`src/design/slx_pkg.sv`:
```
// Shared types, codes, keyword table and helper functions for the script lexer.
package slx_pkg;

  localparam int LINE_BITS_DEF = 24;
  localparam int NKW           = 27;

  // scan modes
  localparam logic [3:0] M_IDLE    = 4'd0;
  localparam logic [3:0] M_NUM     = 4'd1;
  localparam logic [3:0] M_NUMDOT  = 4'd2;
  localparam logic [3:0] M_FRAC    = 4'd3;
  localparam logic [3:0] M_WORD    = 4'd4;
  localparam logic [3:0] M_STR     = 4'd5;
  localparam logic [3:0] M_ESC     = 4'd6;
  localparam logic [3:0] M_COMMENT = 4'd7;
  localparam logic [3:0] M_BANG    = 4'd8;
  localparam logic [3:0] M_EQ      = 4'd9;
  localparam logic [3:0] M_GT      = 4'd10;
  localparam logic [3:0] M_LT      = 4'd11;

  // result kinds
  localparam logic [1:0] K_BYTE  = 2'd0;
  localparam logic [1:0] K_TOKEN = 2'd1;
  localparam logic [1:0] K_ERROR = 2'd2;

  // error codes
  localparam logic E_UNEXP  = 1'b0;
  localparam logic E_UNTERM = 1'b1;

  // token types
  localparam logic [5:0] T_LPAREN  = 6'd0;
  localparam logic [5:0] T_RPAREN  = 6'd1;
  localparam logic [5:0] T_COMMA   = 6'd2;
  localparam logic [5:0] T_LBRACE  = 6'd3;
  localparam logic [5:0] T_RBRACE  = 6'd4;
  localparam logic [5:0] T_COLON   = 6'd5;
  localparam logic [5:0] T_PLUS    = 6'd6;
  localparam logic [5:0] T_MINUS   = 6'd7;
  localparam logic [5:0] T_STAR    = 6'd8;
  localparam logic [5:0] T_SLASH   = 6'd9;
  localparam logic [5:0] T_SEMI    = 6'd10;
  localparam logic [5:0] T_NEWLINE = 6'd11;
  localparam logic [5:0] T_BANG    = 6'd12;
  localparam logic [5:0] T_EQ      = 6'd14;
  localparam logic [5:0] T_GT      = 6'd16;
  localparam logic [5:0] T_LT      = 6'd18;
  localparam logic [5:0] T_STRING  = 6'd20;
  localparam logic [5:0] T_NUMBER  = 6'd21;
  localparam logic [5:0] T_IDENT   = 6'd22;
  localparam logic [5:0] T_KW0     = 6'd23;
  localparam logic [5:0] T_EOF     = 6'd50;

  localparam logic [NKW-1:0] MASK_ALL = '1;

  // keyword text, right aligned, first char in the highest used byte
  localparam logic [71:0] KW_STR [NKW] = '{
    72'("let"), 72'("set"), 72'("print"), 72'("msg"), 72'("playsound"),
    72'("send"), 72'("save"), 72'("load"), 72'("click"), 72'("mousemove"),
    72'("mousedown"), 72'("mouseup"), 72'("mousehold"), 72'("sleep"),
    72'("toggle"), 72'("loop"), 72'("unloop"), 72'("if"), 72'("elif"),
    72'("else"), 72'("end"), 72'("and"), 72'("or"), 72'("true"),
    72'("false"), 72'("group"), 72'("use")
  };

  localparam logic [3:0] KW_LEN [NKW] = '{
    4'd3, 4'd3, 4'd5, 4'd3, 4'd9, 4'd4, 4'd4, 4'd4, 4'd5, 4'd9,
    4'd9, 4'd7, 4'd9, 4'd5, 4'd6, 4'd4, 4'd6, 4'd2, 4'd4,
    4'd4, 4'd3, 4'd3, 4'd2, 4'd4, 4'd5, 4'd5, 4'd3
  };

  typedef struct packed {
    logic [7:0] byte_req;
    logic       end_of_source;
  } in_t;

  typedef struct packed {
    logic [1:0]  kind;
    logic [7:0]  lexeme_byte;
    logic [5:0]  token_type;
    logic [23:0] line_number;
    logic        error_code;
    logic        last;
  } out_t;

  typedef struct packed {
    logic [3:0]     mode;
    logic [NKW-1:0] mask;
    logic [3:0]     pos;
  } scan_t;

  function automatic logic is_digit(input logic [7:0] c);
    return (c >= 8'h30) && (c <= 8'h39);
  endfunction

  function automatic logic is_alpha(input logic [7:0] c);
    return ((c >= 8'h61) && (c <= 8'h7a)) || ((c >= 8'h41) && (c <= 8'h5a)) ||
           (c == 8'h5f);
  endfunction

  // drop keywords whose char at pos differs from c
  function automatic logic [NKW-1:0] kw_feed(input logic [NKW-1:0] mask,
                                              input logic [3:0] pos,
                                              input logic [7:0] c);
    logic [NKW-1:0] m;
    logic [3:0]     idx;
    logic [7:0]     ch;
    m = mask;
    for (int k = 0; k < NKW; k++) begin
      idx = 4'(KW_LEN[k] - 4'd1 - pos);
      ch  = (pos < KW_LEN[k]) ? KW_STR[k][{idx, 3'b000} +: 8] : 8'h00;
      if (!((pos < KW_LEN[k]) && (ch == c))) m[k] = 1'b0;
    end
    return m;
  endfunction

  // first live keyword of full length, else identifier
  function automatic logic [5:0] kw_type(input logic [NKW-1:0] mask,
                                         input logic [3:0] pos);
    logic [5:0] t;
    t = T_IDENT;
    for (int k = NKW - 1; k >= 0; k--) begin
      if (mask[k] && (KW_LEN[k] == pos)) t = 6'(T_KW0 + 6'(k));
    end
    return t;
  endfunction

  function automatic out_t mk(input logic [1:0] kind, input logic [7:0] b,
                              input logic [5:0] t, input logic e,
                              input logic [23:0] ln);
    out_t r;
    r.kind        = kind;
    r.lexeme_byte = b;
    r.token_type  = t;
    r.line_number = ln;
    r.error_code  = e;
    r.last        = 1'b0;
    return r;
  endfunction

endpackage

```
`src/design/slx_step.sv`:
```
// Next-state and result logic of the lexer for one source word.
module slx_step #(
  parameter int LINE_BITS = slx_pkg::LINE_BITS_DEF
) (
  input  slx_pkg::scan_t       st,
  input  logic [LINE_BITS-1:0] line,
  input  slx_pkg::in_t         din,
  output slx_pkg::scan_t       st_nxt,
  output logic [LINE_BITS-1:0] line_nxt,
  output slx_pkg::out_t        res0,
  output slx_pkg::out_t        res1,
  output logic [1:0]           n_res
);

  slx_pkg::out_t r [2];
  logic [1:0]  n;
  logic        do_idle;
  logic        do_rst;
  logic        do_inc;
  logic [7:0]  c;
  logic [31:0] lw;
  logic [23:0] ln;
  logic [5:0]  op1;

  always_comb begin
    c       = din.byte_req;
    lw      = 32'(line);
    ln      = lw[23:0];
    st_nxt  = st;
    line_nxt = line;
    r[0]    = '0;
    r[1]    = '0;
    n       = 2'd0;
    do_idle = 1'b0;
    do_rst  = 1'b0;
    do_inc  = 1'b0;
    case (st.mode)
      slx_pkg::M_BANG: op1 = slx_pkg::T_BANG;
      slx_pkg::M_EQ:   op1 = slx_pkg::T_EQ;
      slx_pkg::M_GT:   op1 = slx_pkg::T_GT;
      default:         op1 = slx_pkg::T_LT;
    endcase

    if (din.end_of_source) begin
      do_rst = 1'b1;
      case (st.mode)
        slx_pkg::M_NUM, slx_pkg::M_FRAC: begin
          r[n[0]] = slx_pkg::mk(slx_pkg::K_TOKEN, 8'h00, slx_pkg::T_NUMBER, 1'b0, ln);
          n = n + 2'd1;
        end
        slx_pkg::M_WORD: begin
          r[n[0]] = slx_pkg::mk(slx_pkg::K_TOKEN, 8'h00,
                                slx_pkg::kw_type(st.mask, st.pos), 1'b0, ln);
          n = n + 2'd1;
        end
        slx_pkg::M_BANG, slx_pkg::M_EQ, slx_pkg::M_GT, slx_pkg::M_LT: begin
          r[n[0]] = slx_pkg::mk(slx_pkg::K_TOKEN, 8'h00, op1, 1'b0, ln);
          n = n + 2'd1;
        end
        default: ;
      endcase
      if (st.mode == slx_pkg::M_NUMDOT) begin
        r[0] = slx_pkg::mk(slx_pkg::K_TOKEN, 8'h00, slx_pkg::T_NUMBER, 1'b0, ln);
        r[1] = slx_pkg::mk(slx_pkg::K_ERROR, 8'h2e, 6'd0, slx_pkg::E_UNEXP, ln);
        n = 2'd2;
      end else if (st.mode == slx_pkg::M_STR || st.mode == slx_pkg::M_ESC) begin
        r[0] = slx_pkg::mk(slx_pkg::K_ERROR, 8'h00, 6'd0, slx_pkg::E_UNTERM, ln);
        n = 2'd1;
      end else begin
        r[n[0]] = slx_pkg::mk(slx_pkg::K_TOKEN, 8'h00, slx_pkg::T_EOF, 1'b0, ln);
        n = n + 2'd1;
      end
    end else begin
      case (st.mode)
        slx_pkg::M_COMMENT: begin
          if (c == 8'h0a) do_idle = 1'b1;
        end
        slx_pkg::M_NUM, slx_pkg::M_FRAC: begin
          if (slx_pkg::is_digit(c)) begin
            r[0] = slx_pkg::mk(slx_pkg::K_BYTE, c, slx_pkg::T_NUMBER, 1'b0, ln);
            n = 2'd1;
          end else if (c == 8'h2e && st.mode == slx_pkg::M_NUM) begin
            st_nxt.mode = slx_pkg::M_NUMDOT;
          end else begin
            r[0] = slx_pkg::mk(slx_pkg::K_TOKEN, 8'h00, slx_pkg::T_NUMBER, 1'b0, ln);
            n = 2'd1;
            do_idle = 1'b1;
          end
        end
        slx_pkg::M_NUMDOT: begin
          if (slx_pkg::is_digit(c)) begin
            r[0] = slx_pkg::mk(slx_pkg::K_BYTE, 8'h2e, slx_pkg::T_NUMBER, 1'b0, ln);
            r[1] = slx_pkg::mk(slx_pkg::K_BYTE, c, slx_pkg::T_NUMBER, 1'b0, ln);
            n = 2'd2;
            st_nxt.mode = slx_pkg::M_FRAC;
          end else begin
            r[0] = slx_pkg::mk(slx_pkg::K_TOKEN, 8'h00, slx_pkg::T_NUMBER, 1'b0, ln);
            r[1] = slx_pkg::mk(slx_pkg::K_ERROR, 8'h2e, 6'd0, slx_pkg::E_UNEXP, ln);
            n = 2'd2;
            do_rst = 1'b1;
          end
        end
        slx_pkg::M_WORD: begin
          if (slx_pkg::is_alpha(c) || slx_pkg::is_digit(c)) begin
            st_nxt.mask = slx_pkg::kw_feed(st.mask, st.pos, c);
            st_nxt.pos  = (st.pos == 4'd15) ? st.pos : st.pos + 4'd1;
            r[0] = slx_pkg::mk(slx_pkg::K_BYTE, c, slx_pkg::T_IDENT, 1'b0, ln);
            n = 2'd1;
          end else begin
            r[0] = slx_pkg::mk(slx_pkg::K_TOKEN, 8'h00,
                               slx_pkg::kw_type(st.mask, st.pos), 1'b0, ln);
            n = 2'd1;
            do_idle = 1'b1;
          end
        end
        slx_pkg::M_STR: begin
          if (c == 8'h22) begin
            r[0] = slx_pkg::mk(slx_pkg::K_TOKEN, 8'h00, slx_pkg::T_STRING, 1'b0, ln);
            n = 2'd1;
            st_nxt.mode = slx_pkg::M_IDLE;
          end else if (c == 8'h5c) begin
            st_nxt.mode = slx_pkg::M_ESC;
          end else begin
            r[0] = slx_pkg::mk(slx_pkg::K_BYTE, c, slx_pkg::T_STRING, 1'b0, ln);
            n = 2'd1;
            do_inc = (c == 8'h0a);
          end
        end
        slx_pkg::M_ESC: begin
          st_nxt.mode = slx_pkg::M_STR;
          do_inc = (c == 8'h0a);
          n = 2'd1;
          case (c)
            8'h5c: r[0] = slx_pkg::mk(slx_pkg::K_BYTE, 8'h5c, slx_pkg::T_STRING, 1'b0, ln);
            8'h22: r[0] = slx_pkg::mk(slx_pkg::K_BYTE, 8'h22, slx_pkg::T_STRING, 1'b0, ln);
            8'h6e: r[0] = slx_pkg::mk(slx_pkg::K_BYTE, 8'h0a, slx_pkg::T_STRING, 1'b0, ln);
            8'h74: r[0] = slx_pkg::mk(slx_pkg::K_BYTE, 8'h09, slx_pkg::T_STRING, 1'b0, ln);
            8'h72: r[0] = slx_pkg::mk(slx_pkg::K_BYTE, 8'h0d, slx_pkg::T_STRING, 1'b0, ln);
            default: begin
              r[0] = slx_pkg::mk(slx_pkg::K_BYTE, 8'h5c, slx_pkg::T_STRING, 1'b0, ln);
              r[1] = slx_pkg::mk(slx_pkg::K_BYTE, c, slx_pkg::T_STRING, 1'b0, ln);
              n = 2'd2;
            end
          endcase
        end
        slx_pkg::M_BANG, slx_pkg::M_EQ, slx_pkg::M_GT, slx_pkg::M_LT: begin
          st_nxt.mode = slx_pkg::M_IDLE;
          n = 2'd1;
          if (c == 8'h3d) begin
            r[0] = slx_pkg::mk(slx_pkg::K_TOKEN, 8'h00, op1 + 6'd1, 1'b0, ln);
          end else begin
            r[0] = slx_pkg::mk(slx_pkg::K_TOKEN, 8'h00, op1, 1'b0, ln);
            do_idle = 1'b1;
          end
        end
        default: do_idle = 1'b1;
      endcase

      // start-of-token handling, shared by idle and the token-ending cases
      if (do_idle) begin
        st_nxt.mode = slx_pkg::M_IDLE;
        case (c)
          8'h28, 8'h29, 8'h2c, 8'h7b, 8'h7d, 8'h3a, 8'h2b, 8'h2d, 8'h2a, 8'h2f,
          8'h3b, 8'h0a: begin
            case (c)
              8'h28:   r[n[0]] = slx_pkg::mk(slx_pkg::K_TOKEN, 8'h00, slx_pkg::T_LPAREN, 1'b0, ln);
              8'h29:   r[n[0]] = slx_pkg::mk(slx_pkg::K_TOKEN, 8'h00, slx_pkg::T_RPAREN, 1'b0, ln);
              8'h2c:   r[n[0]] = slx_pkg::mk(slx_pkg::K_TOKEN, 8'h00, slx_pkg::T_COMMA, 1'b0, ln);
              8'h7b:   r[n[0]] = slx_pkg::mk(slx_pkg::K_TOKEN, 8'h00, slx_pkg::T_LBRACE, 1'b0, ln);
              8'h7d:   r[n[0]] = slx_pkg::mk(slx_pkg::K_TOKEN, 8'h00, slx_pkg::T_RBRACE, 1'b0, ln);
              8'h3a:   r[n[0]] = slx_pkg::mk(slx_pkg::K_TOKEN, 8'h00, slx_pkg::T_COLON, 1'b0, ln);
              8'h2b:   r[n[0]] = slx_pkg::mk(slx_pkg::K_TOKEN, 8'h00, slx_pkg::T_PLUS, 1'b0, ln);
              8'h2d:   r[n[0]] = slx_pkg::mk(slx_pkg::K_TOKEN, 8'h00, slx_pkg::T_MINUS, 1'b0, ln);
              8'h2a:   r[n[0]] = slx_pkg::mk(slx_pkg::K_TOKEN, 8'h00, slx_pkg::T_STAR, 1'b0, ln);
              8'h2f:   r[n[0]] = slx_pkg::mk(slx_pkg::K_TOKEN, 8'h00, slx_pkg::T_SLASH, 1'b0, ln);
              8'h3b:   r[n[0]] = slx_pkg::mk(slx_pkg::K_TOKEN, 8'h00, slx_pkg::T_SEMI, 1'b0, ln);
              default: r[n[0]] = slx_pkg::mk(slx_pkg::K_TOKEN, 8'h00, slx_pkg::T_NEWLINE, 1'b0, ln);
            endcase
            n = n + 2'd1;
            do_inc = (c == 8'h0a);
          end
          8'h0d, 8'h20, 8'h09: ;
          8'h23: st_nxt.mode = slx_pkg::M_COMMENT;
          8'h21: st_nxt.mode = slx_pkg::M_BANG;
          8'h3d: st_nxt.mode = slx_pkg::M_EQ;
          8'h3e: st_nxt.mode = slx_pkg::M_GT;
          8'h3c: st_nxt.mode = slx_pkg::M_LT;
          8'h22: st_nxt.mode = slx_pkg::M_STR;
          default: begin
            if (slx_pkg::is_digit(c)) begin
              st_nxt.mode = slx_pkg::M_NUM;
              r[n[0]] = slx_pkg::mk(slx_pkg::K_BYTE, c, slx_pkg::T_NUMBER, 1'b0, ln);
            end else if (slx_pkg::is_alpha(c)) begin
              st_nxt.mode = slx_pkg::M_WORD;
              st_nxt.mask = slx_pkg::kw_feed(slx_pkg::MASK_ALL, 4'd0, c);
              st_nxt.pos  = 4'd1;
              r[n[0]] = slx_pkg::mk(slx_pkg::K_BYTE, c, slx_pkg::T_IDENT, 1'b0, ln);
            end else begin
              r[n[0]] = slx_pkg::mk(slx_pkg::K_ERROR, c, 6'd0, slx_pkg::E_UNEXP, ln);
              do_rst = 1'b1;
            end
            n = n + 2'd1;
          end
        endcase
      end
    end

    if (do_rst) begin
      st_nxt.mode = slx_pkg::M_IDLE;
      st_nxt.mask = slx_pkg::MASK_ALL;
      st_nxt.pos  = 4'd0;
      line_nxt    = LINE_BITS'(1);
    end else if (do_inc && (line != '1)) begin
      line_nxt = line + LINE_BITS'(1);
    end

    if (n == 2'd1) r[0].last = 1'b1;
    if (n == 2'd2) r[1].last = 1'b1;
    res0  = r[0];
    res1  = r[1];
    n_res = n;
  end

endmodule

```
`src/design/slx_outq.sv`:
```
// Four-entry result queue: takes up to two words per cycle, gives one.
module slx_outq (
  input  logic          clk,
  input  logic          rst_n,
  input  logic [1:0]    push_n,
  input  slx_pkg::out_t push0,
  input  slx_pkg::out_t push1,
  output logic          has_room,
  output logic          out_valid,
  input  logic          out_ready,
  output slx_pkg::out_t out_data
);

  slx_pkg::out_t mem [4];
  logic [1:0] wp_r, wp_nxt, rp_r, rp_nxt;
  logic [2:0] cnt_r, cnt_nxt;
  logic       pop;

  assign pop       = out_valid && out_ready;
  assign out_valid = (cnt_r != 3'd0);
  assign has_room  = (cnt_r <= 3'd2);
  assign out_data  = mem[rp_r];

  always_comb begin
    wp_nxt  = wp_r + push_n;
    rp_nxt  = rp_r + {1'b0, pop};
    cnt_nxt = cnt_r + {1'b0, push_n} - {2'b00, pop};
  end

  always_ff @(posedge clk) begin
    if (push_n != 2'd0) mem[wp_r] <= push0;
    if (push_n == 2'd2) mem[wp_r + 2'd1] <= push1;
  end

  always_ff @(posedge clk) begin
    if (!rst_n) begin
      wp_r  <= 2'd0;
      rp_r  <= 2'd0;
      cnt_r <= 3'd0;
    end else begin
      wp_r  <= wp_nxt;
      rp_r  <= rp_nxt;
      cnt_r <= cnt_nxt;
    end
  end

  a_cnt_max: assert property (@(posedge clk) disable iff (!rst_n) cnt_r <= 3'd4)
    else $error("result queue overfilled");

endmodule

```
`src/design/script_lexer_stream_unit.sv`:
```
// Streaming lexer top level: one source word in, lexeme bytes, tokens and errors out.
//
// Takes one source byte (or an end-of-source mark) per input word and gives
// zero, one or two result words for it, the final one flagged with last.
// Number, identifier and string tokens first stream their decoded bytes
// (kind 0) and then a token-complete word (kind 1); keywords are found by a
// 27-way match mask updated on every identifier byte. Every input word is
// handled in the cycle it is accepted: scan mode, line count and match mask
// are updated there and the results go straight into a four-entry output
// queue. An input word is taken whenever that queue holds two words or fewer,
// so the block accepts one byte per cycle while results are drained at one
// per cycle when out_ready is high; the sustained rate is set by the output
// side. Errors and end of source return the block to its reset state, with
// the line count back to 1. line_number is the line current before the byte.
module script_lexer_stream_unit #(
  parameter int LINE_BITS = slx_pkg::LINE_BITS_DEF
) (
  input  logic          clk,
  input  logic          rst_n,
  input  logic          in_valid,
  output logic          in_ready,
  input  slx_pkg::in_t  in_data,
  output logic          out_valid,
  input  logic          out_ready,
  output slx_pkg::out_t out_data
);

  slx_pkg::scan_t       st_r, st_nxt;
  logic [LINE_BITS-1:0] line_r, line_nxt;
  slx_pkg::out_t        res0, res1;
  logic [1:0]           n_res;
  logic                 acc;

  assign acc = in_valid && in_ready;

  slx_step #(.LINE_BITS(LINE_BITS)) u_step (
    .st      (st_r),
    .line    (line_r),
    .din     (in_data),
    .st_nxt  (st_nxt),
    .line_nxt(line_nxt),
    .res0    (res0),
    .res1    (res1),
    .n_res   (n_res)
  );

  // results enter the queue only for an accepted word
  slx_outq u_outq (
    .clk      (clk),
    .rst_n    (rst_n),
    .push_n   (acc ? n_res : 2'd0),
    .push0    (res0),
    .push1    (res1),
    .has_room (in_ready),
    .out_valid(out_valid),
    .out_ready(out_ready),
    .out_data (out_data)
  );

  always_ff @(posedge clk) begin
    if (!rst_n) begin
      st_r.mode <= slx_pkg::M_IDLE;
      st_r.mask <= slx_pkg::MASK_ALL;
      st_r.pos  <= 4'd0;
      line_r    <= LINE_BITS'(1);
    end else if (acc) begin
      st_r   <= st_nxt;
      line_r <= line_nxt;
    end
  end

  a_line_nz: assert property (@(posedge clk) disable iff (!rst_n) line_r != '0)
    else $error("line count reached zero");

  a_eos_restart: assert property (@(posedge clk) disable iff (!rst_n)
    acc && in_data.end_of_source |=> st_r.mode == slx_pkg::M_IDLE && line_r == LINE_BITS'(1))
    else $error("no restart after end of source");

  a_word_pos: assert property (@(posedge clk) disable iff (!rst_n)
    st_r.mode == slx_pkg::M_WORD |-> st_r.pos != 4'd0)
    else $error("word mode with empty identifier");

endmodule
```
`config.mk`:
```
export PLATFORM = sky130hd
export DESIGN_NAME = script_lexer_stream_unit
export DESIGN_NICKNAME = d
export VERILOG_FILES = /design/src/design/slx_pkg.sv /design/src/design/slx_step.sv /design/src/design/slx_outq.sv /design/src/design/script_lexer_stream_unit.sv
export SDC_FILE = /design/constraint.sdc
export NUM_CORES = 1
export LEC_CHECK = 0
export BUFFER_PORTS_ARGS = -buffer_cell sky130_fd_sc_hd__buf_4
export CORE_MARGIN = 1
export CORE_UTILIZATION = 41
export CTS_CLUSTER_DIAMETER = 80
export DETAILED_ROUTE_END_ITERATION = 7
export PLACE_DENSITY = 0.6
export SYNTH_ARGS = -nofsm -noshare
export SYNTH_HDL_FRONTEND = slang
export SYNTH_SLANG_ARGS = --single-unit
```
`constraint.sdc`:
```
create_clock -name clk -period 6.4 [get_ports clk]
set_input_delay 0.32 -clock clk [delete_from_list [all_inputs] [get_ports clk]]
set_output_delay 0.32 -clock clk [all_outputs]
set_load 0.01 [all_outputs]
```
==> impl_metrics.env, run 1 <==
export IMPL_buffer_ports_inserted=56
export IMPL_routedWlPerCell_um=23.0
export IMPL_postSynthAreaPerCell_um2=9.23
export IMPL_ant_cells=0
export IMPL_vdd_ir_drop_worst_uv=168
export IMPL_maxCapViolCount=0
export IMPL_timing_critical_path_from_type="flip-flop"
export IMPL_timing_final_hold_violations=0
export IMPL_synth_async_sr_flop_share_pct=0
export IMPL_synth_seq_cells=234
export IMPL_totalWireLength_um=52300
export IMPL_worst_clock_skew_ns=0.0165
export IMPL_grt_pass1_vias=13400
export IMPL_synth_largest_type_area_fraction_pct=31.1
export IMPL_timing_final_crit_share_pct=73.5
export IMPL_finalNetCount=1776
export IMPL_crit_slowest_cell="sky130_fd_sc_hd__nor3b_1"
export IMPL_initial_core_util_pct=41.7
export IMPL_critPathCaptureType="flip-flop"
export IMPL_count_of_instances_resized_after_the_clock_tree_is_built=0
export IMPL_routed_via_density=6.22
export IMPL_number_of_buffers_on_the_longest_clock_path=3
export IMPL_post_cts_setup_buffer_count=0
export IMPL_clock_tree_htree_level_count=1
export IMPL_slew_violations=0
export IMPL_wire_length_of_the_first_global_routing_pass_um=80900
export IMPL_ctsRootBufferMaster="sky130_fd_sc_hd__clkbuf_16"
export IMPL_finalCriticalPeriod_ns=4.70
export IMPL_cts_sinks=234
export IMPL_detailedPlacementHpwl_um=36600
export IMPL_globalplace_congestion=0.957
export IMPL_top_level_ports=57
export IMPL_critical_path_required_ns=6.82
export IMPL_min_delay_path_class="in2reg"
export IMPL_synthToLayoutAreaGrowth_pct=10.8
export IMPL_yosysUniqueCellTypes=88
export IMPL_yosys_top_cells_count="sky130_fd_sc_hd__edfxtp_1, sky130_fd_sc_hd__nor2_1, sky130_fd_sc_hd__nand2_1"
export IMPL_clk_pin_slew_worst_paths_ns=0.06
export IMPL_crit_type="reg2reg"
export IMPL_post_cts_hold_buffer_count=0
export IMPL_fillCellCount=3655
export IMPL_antenna_found_initial=0
export IMPL_remaining_drc_errors=0
export IMPL_max_slew_worst_pin_slew_ns=1.21
export IMPL_clock_tree_from_tritoncts="built"
export IMPL_cp_buffers_inverters=2
export IMPL_synth_top_flop_cell="sky130_fd_sc_hd__edfxtp_1"
export IMPL_numCtsBuffers=27
export IMPL_clock_latency_ns=0.56
export IMPL_clock_fmax_mhz=213
export IMPL_cp_slowest_stage_delay_ns=0.82
export IMPL_die_ar_um2=40300
export IMPL_syn_cell_area_um2=16200
export IMPL_post_route_cells_drive_above_1_share_pct=12.5
export IMPL_path_max_fanout=15
export IMPL_timing_setup_tns_ns=0
export IMPL_setup_repair_after_global_routing_missed_its_margin="false"
export IMPL_whs_ns=0.133
export IMPL_synthCells=1755
export IMPL_status="finished clean"
export IMPL_post_synth_main_area_contributors="sky130_fd_sc_hd__edfxtp_1, sky130_fd_sc_hd__dfxtp_1, sky130_fd_sc_hd__mux4_2"
export IMPL_floorplan_die_height_um=201
export IMPL_critPathArrivalTime_ns=5.13
export IMPL_power_mw=4.55
export IMPL_yosysWarningCount=0
export IMPL_die_x_um=201
export IMPL_maximum_number_of_pins_on_one_net_before_global_route_repair=97
export IMPL_detail_route_first_pass_iterations=7
export IMPL_critical_path_top_delay_family="simple AND/OR/NAND/NOR gates"
export IMPL_yosys_area_top_type="sky130_fd_sc_hd__edfxtp_1"
export IMPL_synth_edf_count=168
export IMPL_ys_seq_area_share_pct=39.3
export IMPL_p_leak_nw=6.32
export IMPL_remaining_max_slew_budget_at_the_tightest_pin_pct=18.8
export IMPL_yosysMostFrequentCell="sky130_fd_sc_hd__edfxtp_1"
export IMPL_antenna_viol_nets_final=0
export IMPL_num_vias=14100
export IMPL_detail_route_iter0_violations=1405
export IMPL_grt_ovfl_total=0
export IMPL_global_route_total_usage_across_every_layer_pct=25.6
export IMPL_setup_viol_count_final=0
export IMPL_core_area_um2=38800
export IMPL_pwr_density_cell_nw_per_um2=253
export IMPL_synth_net_count=1801
export IMPL_std_cell_rows=72
export IMPL_path_cells="nor3b_1 -> and2_1 -> a2bb2oi_1 -> nand3_1 -> a31oi_4 -> nand2b_1 -> ha_1 -> inv_1 -> ha_1 -> inv_1 -> fa_1 -> xnor2_1 -> xnor2_1 -> nor2_1"
worst reg2reg max path, cell delays in order (launching register included):
cell                        delay (ns)
sky130_fd_sc_hd__dfxtp_1          0.65
sky130_fd_sc_hd__nor3b_1          0.82
sky130_fd_sc_hd__and2_1           0.53
sky130_fd_sc_hd__a2bb2oi_1        0.47
sky130_fd_sc_hd__nand3_1          0.22
sky130_fd_sc_hd__a31oi_4          0.41
sky130_fd_sc_hd__nand2b_1         0.19
sky130_fd_sc_hd__ha_1             0.24
sky130_fd_sc_hd__inv_1            0.06
sky130_fd_sc_hd__ha_1             0.13
sky130_fd_sc_hd__inv_1            0.05
sky130_fd_sc_hd__fa_1             0.43
sky130_fd_sc_hd__xnor2_1          0.19
sky130_fd_sc_hd__xnor2_1          0.14
sky130_fd_sc_hd__nor2_1           0.06
path summary, 6_finish.rpt:
| kind | start | endpoint | slack (ns) | cells past startpoint |
|---|---|---|---|---|
| max | st_r[32] | u_outq.cnt_r[2] | 1.70 | 14 |
| min | rst_n | st_r[31] | 0.13 | 3 |
| min reg2reg | st_r[17] | st_r[17] | 0.47 | 1 |
| max reg2reg | st_r[32] | u_outq.cnt_r[2] | 1.70 | 14 |
final cells by class:
type / count / area (µm²) / share of cell area [%]
clock buffer: 31 / 691 / 3.85
clock inverter: 19 / 275 / 1.53
inverter: 32 / 120 / 0.669
multi-input combinational: 1343 / 9140 / 50.9
sequential: 234 / 6370 / 35.5
tap: 518 / 648 / 3.61
timing repair buffer: 92 / 703 / 3.92
stage by stage:
step,area [µm²],cells,utilization [%],setup slack (ns)
2_1_floorplan,16200,1755,-,0.843
3_3_place_gp,17000,2219,43.7,1.57
3_5_place_dp,17000,2219,43.7,1.51
4_1_cts,18000,2269,46.2,1.83
5_1_grt,18000,2269,46.2,1.51
6_report,18000,2269,46.2,1.70
routing by layer:
metal | part of all wire [%] | global-route usage (%) | wire length (µm) | vias to the layer above
met5 | 0 | 0 | 0 | -
met4 | 3.9 | 10.3 | 2010 | 0
met3 | 6.8 | 3.85 | 3570 | 120
met2 | 46 | 41.1 | 24100 | 599
met1 | 43 | 34.7 | 22600 | 6841
li1 | - | - | - | 6558
where the power goes:
group | total (mW) | switching [mW] | internal, mW | leakage, nW
Combinational | 1.04 | 0.549 | 0.490 | 3.68
Sequential | 1.84 | 0.110 | 1.73 | 2.17
Clock | 1.67 | 0.643 | 1.03 | 0.464
state kept, by name, indices dropped and copies added, names as in the netlist:
name and flops:
u_outq.wp_r 2, st_r 35, u_outq.rp_r 2, line_r 24
u_outq.cnt_r 3, u_outq.mem 168
layout by cell type, fill, tap and decap left out, types with 15 or more instances in the layout:
cell	synthesis	layout
sky130_fd_sc_hd__nand4_1	25	25
sky130_fd_sc_hd__nor2b_1	113	113
sky130_fd_sc_hd__nand2_1	134	134
sky130_fd_sc_hd__a21oi_1	120	120
sky130_fd_sc_hd__nor2_1	144	144
sky130_fd_sc_hd__clkbuf_16	0	27
sky130_fd_sc_hd__o22ai_1	16	15
sky130_fd_sc_hd__nor4_1	21	21
sky130_fd_sc_hd__a31oi_1	35	35
sky130_fd_sc_hd__ha_1	32	32
sky130_fd_sc_hd__nor3_1	34	34
sky130_fd_sc_hd__mux2i_1	23	23
sky130_fd_sc_hd__inv_1	30	30
sky130_fd_sc_hd__and2_1	22	22
sky130_fd_sc_hd__xnor2_1	54	54
sky130_fd_sc_hd__xor2_1	28	28
sky130_fd_sc_hd__o21ai_0	117	116
sky130_fd_sc_hd__mux4_2	42	42
sky130_fd_sc_hd__dfxtp_1	66	64
sky130_fd_sc_hd__nand3_1	56	56
sky130_fd_sc_hd__and3_1	19	19
sky130_fd_sc_hd__o211ai_1	27	27
sky130_fd_sc_hd__edfxtp_1	168	168
sky130_fd_sc_hd__buf_4	6	91
sky130_fd_sc_hd__nand2b_1	23	23
logic make-up after synthesis:
group | share of synthesized area [%]
adder cells (fa/ha/maj) | 2.60
AND/OR/NAND/NOR | 21.6
XOR/XNOR | 4.43
AO/OA/AOI/OAI | 20.2
flip-flops | 39.3
buffers and inverters | 4.41
multiplexers | 7.54
Note: power is estimated with default switching activity, not from simulation.
==> inputs of run 2 (changes only) <==
--- a/config.mk
+++ b/config.mk
@@ -5,6 +5,7 @@
 export SDC_FILE = /design/constraint.sdc
 export NUM_CORES = 1
 export LEC_CHECK = 0
+export ABC_AREA = 1
 export BUFFER_PORTS_ARGS = -buffer_cell sky130_fd_sc_hd__buf_4
 export CORE_MARGIN = 1
 export CORE_UTILIZATION = 41
==> constraint.sdc (replaced) <==
create_clock -name clk -period 4.8 [get_ports clk]
set_input_delay 0.24 -clock clk [delete_from_list [all_inputs] [get_ports clk]]
set_output_delay 0.24 -clock clk [all_outputs]
set_load 0.01 [all_outputs]
==> impl_metrics.env, run 2 <==
export IMPL_status="finished clean"
export IMPL_layout_cells_most_common="sky130_fd_sc_hd__nand2_1"
export IMPL_cellInternalPower_mw=4.24
export IMPL_crit_type="reg2reg"
export IMPL_multi_input_area_um2=7500
export IMPL_grt_ovfl_total=0
export IMPL_timing_critical_path_from_type="flip-flop"
export IMPL_wire_length_of_the_first_global_routing_pass_um=76900
export IMPL_top_level_ports=57
export IMPL_globalplace_congestion=1.02
export IMPL_setup_repair_after_global_routing_missed_its_margin="false"
export IMPL_yosys_area_top_type="sky130_fd_sc_hd__edfxtp_1"
export IMPL_timing_setup_tns_ns=0
export IMPL_worst_slack_ns=0.837
export IMPL_ff_latch_area_um2=6370
export IMPL_whs_ns=0.234
export IMPL_combinational_family_with_the_most_area_after_synthesis="simple AND/OR/NAND/NOR gates"
export IMPL_post_synth_and_or_nand_nor_area_fraction_pct=22.6
export IMPL_synth_top_flop_cell="sky130_fd_sc_hd__edfxtp_1"
export IMPL_sequential_share_of_power_pct=38.9
export IMPL_finalNetCount=2130
export IMPL_synthAdderAreaFrac_pct=2.75
export IMPL_ctsRootBufferMaster="sky130_fd_sc_hd__clkbuf_16"
export IMPL_antenna_viol_nets_final=0
export IMPL_xor_xnor_fraction_of_synth_area_pct=3.67
export IMPL_power_switching_mw=2.07
export IMPL_dpl_cell_area_um2=16300
export IMPL_detail_route_first_pass_iterations=6
export IMPL_clock_tree_htree_level_count=1
export IMPL_die_x_um=195
export IMPL_switching_share_pct=32.8
export IMPL_post_synth_main_area_contributors="sky130_fd_sc_hd__edfxtp_1, sky130_fd_sc_hd__nand2_1, sky130_fd_sc_hd__dfxtp_1"
export IMPL_cp_slowest_stage_delay_ns=0.48
export IMPL_floorplan_die_height_um=195
export IMPL_synth_largest_type_area_fraction_pct=33.1
export IMPL_max_slew_worst_pin_slew_ns=0.889
export IMPL_die_ar_um2=38000
export IMPL_critical_path_required_ns=5.21
export IMPL_synthCells=2045
export IMPL_buffer_ports_inserted=56
export IMPL_ant_cells=0
export IMPL_yosysUniqueCellTypes=62
export IMPL_synth_async_sr_flop_share_pct=0
export IMPL_ys_seq_area_share_pct=41.7
export IMPL_clock_latency_ns=0.55
export IMPL_clk_pin_slew_worst_paths_ns=0.06
export IMPL_clock_fmax_mhz=252
export IMPL_p_comb_share_pct=28.5
export IMPL_max_ffs_per_register=168
export IMPL_num_vias=14300
export IMPL_timing_final_crit_share_pct=82.6
export IMPL_routedWlPerCell_um=19.1
export IMPL_initial_core_util_pct=41.7
export IMPL_number_of_buffers_on_the_longest_clock_path=3
export IMPL_final_design_area_no_fill_um2=17200
export IMPL_remaining_max_slew_budget_at_the_tightest_pin_pct=40.7
export IMPL_routed_via_density=5.58
export IMPL_clockPowerShare_pct=32.6
export IMPL_global_route_total_usage_across_every_layer_pct=25.7
export IMPL_slew_violations=0
export IMPL_cp_buffers_inverters=8
export IMPL_clock_tree_from_tritoncts="built"
export IMPL_min_delay_path_class="in2reg"
export IMPL_synth_compound_area_share_pct=19.8
export IMPL_p_leak_nw=7.67
export IMPL_path_max_fanout=9
export IMPL_critPathCaptureType="flip-flop"
export IMPL_timing_final_hold_violations=0
export IMPL_reg_with_most_ffs="u_outq.mem"
export IMPL_synthToLayoutAreaGrowth_pct=12.8
export IMPL_post_place_ws_ns=0.630
export IMPL_syn_cell_area_um2=15300
export IMPL_yosys_mux_area_fraction_pct=0
export IMPL_detailedPlacementHpwl_um=35700
export IMPL_synth_seq_cells=234
export IMPL_pwr_density_cell_nw_per_um2=367
export IMPL_synth_net_count=2091
export IMPL_largestRegisters="u_outq.mem x168, st_r x35, line_r x24"
export IMPL_critPathArrivalTime_ns=4.38
export IMPL_detail_route_iter0_violations=1376
export IMPL_yosysWarningCount=0
export IMPL_finalCriticalPeriod_ns=3.96
export IMPL_vdd_ir_drop_worst_uv=245
export IMPL_numCtsBuffers=26
export IMPL_synth_edf_count=168
export IMPL_fillCellCount=3642
export IMPL_cts_sinks=234
export IMPL_yosysMostFrequentCell="sky130_fd_sc_hd__nand2_1"
export IMPL_path_cells="inv_1 -> nor2_1 -> inv_1 -> nor3_2 -> nor2_1 -> nand2_1 -> nor3b_2 -> inv_2 -> nor2_4 -> nor2_4 -> nand2_1 -> nand2_1 -> o22ai_1 -> inv_1 -> nor2_1 -> inv_1 -> ha_1 -> inv_1 -> ha_1 -> inv_1 -> fa_1 -> xor2_1 -> inv_1 -> nor2_1"
export IMPL_setup_viol_count_final=0
export IMPL_critical_path_top_delay_family="simple AND/OR/NAND/NOR gates"
export IMPL_totalWireLength_um=49200
export IMPL_maximum_number_of_pins_on_one_net_before_global_route_repair=86
export IMPL_remaining_drc_errors=0
export IMPL_worst_clock_skew_ns=0.0182
export IMPL_yosys_top_cells_count="sky130_fd_sc_hd__nand2_1, sky130_fd_sc_hd__nor2_1, sky130_fd_sc_hd__inv_1"
export IMPL_post_route_cells_drive_above_1_share_pct=10.8
export IMPL_final_cell_mix="sky130_fd_sc_hd__nand2_1, sky130_fd_sc_hd__nor2_1, sky130_fd_sc_hd__inv_1, sky130_fd_sc_hd__o21ai_0, sky130_fd_sc_hd__edfxtp_1"
export IMPL_antenna_found_initial=0
export IMPL_postSynthAreaPerCell_um2=7.46
export IMPL_std_cell_rows=70
export IMPL_grt_pass1_vias=13400
export IMPL_most_repeated_library_cell_on_the_critical_path="sky130_fd_sc_hd__inv_1"
export IMPL_maxCapViolCount=0
export IMPL_crit_slowest_cell="sky130_fd_sc_hd__nor3_2"
export IMPL_core_area_um2=36600
[run 2: cell count changes after synthesis, sizes merged, moves of 29 or more]
cell,previous run,this run
inv,30,283
nand2,134,377
xnor2,54,5
nor2b,113,0
o21ai,123,258
mux4,42,0
clkbuf,96,67
o22ai,16,55
xor2,28,59
nor2,144,279
[run 2: stage by stage]
| stage | utilization [%] | std cells | power, mW |
|---|---|---|---|
| after CTS | 47.0 | 2572 | 6.37 |
| after global placement | 44.6 | 2523 | 4.29 |
| after detailed placement | 44.6 | 2523 | 4.31 |
| after floorplan | - | 2045 | 3.55 |
| final | 47.0 | 2572 | 6.31 |
| after global routing | 47.0 | 2572 | 6.62 |
[run 2: power by group through the flow]
stage / combinational [mW] / clock [mW] / sequential (mW)
floorplan: 1.06 / 0 / 2.49
global placement: 1.80 / 0 / 2.49
detailed placement: 1.81 / 0 / 2.50
CTS: 1.82 / 2.10 / 2.45
global route: 1.97 / 2.17 / 2.47
finish: 1.80 / 2.06 / 2.46
[run 2: final timing paths]
check	end	slack (ns)	start	depth (start not counted)
max	u_outq.cnt_r[2]	0.84	st_r[33]	24
min	line_r[3]	0.23	in_data[0]	4
min reg2reg	line_r[11]	0.48	line_r[11]	2
max reg2reg	u_outq.cnt_r[2]	0.84	st_r[33]	24
[run 2: layer usage]
metal  up-vias  global-route usage (%)  routed length, µm  part of all wire [%]
met5         -                       0                  0                     0
met4         0                    8.95               1680                   3.4
met3        97                    3.26               3100                   6.3
met2       482                    41.7              22500                    46
met1      6764                    35.2              22000                    45
li1       7006                       -                  -                     -
[run 2: area by class of cell]
type / instances / share of cell area [%]
timing repair buffer: 104 / 4.70
clock inverter: 19 / 1.29
inverter: 284 / 6.19
sequential: 234 / 37.0
clock buffer: 29 / 3.84
multi-input combinational: 1434 / 43.6
tap: 468 / 3.40
[run 2: what timing repair did]
action,in CTS,in global routing
resized for setup,0,0
hold buffers,1,0
setup buffers,0,0
endpoints found under the hold margin,1,0
[run 2: cells by family (layout without fill, tap and decap cells)]
logic type	Yosys count	count (layout)
fa+ha+maj	33	33
buf+inv	377	436
simple gates	814	814
flops	234	234
xor+xnor	64	64
compound gates	523	523
[run 2: worst reg2reg max path: stages, from the launching register on]
cell	delay, ns
sky130_fd_sc_hd__dfxtp_1	0.40
sky130_fd_sc_hd__inv_1	0.06
sky130_fd_sc_hd__nor2_1	0.12
sky130_fd_sc_hd__inv_1	0.12
sky130_fd_sc_hd__nor3_2	0.48
sky130_fd_sc_hd__nor2_1	0.16
sky130_fd_sc_hd__nand2_1	0.10
sky130_fd_sc_hd__nor3b_2	0.21
sky130_fd_sc_hd__inv_2	0.06
sky130_fd_sc_hd__nor2_4	0.11
sky130_fd_sc_hd__nor2_4	0.05
sky130_fd_sc_hd__nand2_1	0.10
sky130_fd_sc_hd__nand2_1	0.05
sky130_fd_sc_hd__o22ai_1	0.20
sky130_fd_sc_hd__inv_1	0.16
sky130_fd_sc_hd__nor2_1	0.16
sky130_fd_sc_hd__inv_1	0.06
sky130_fd_sc_hd__ha_1	0.27
sky130_fd_sc_hd__inv_1	0.07
sky130_fd_sc_hd__ha_1	0.14
sky130_fd_sc_hd__inv_1	0.06
sky130_fd_sc_hd__fa_1	0.43
sky130_fd_sc_hd__xor2_1	0.17
sky130_fd_sc_hd__inv_1	0.06
sky130_fd_sc_hd__nor2_1	0.03
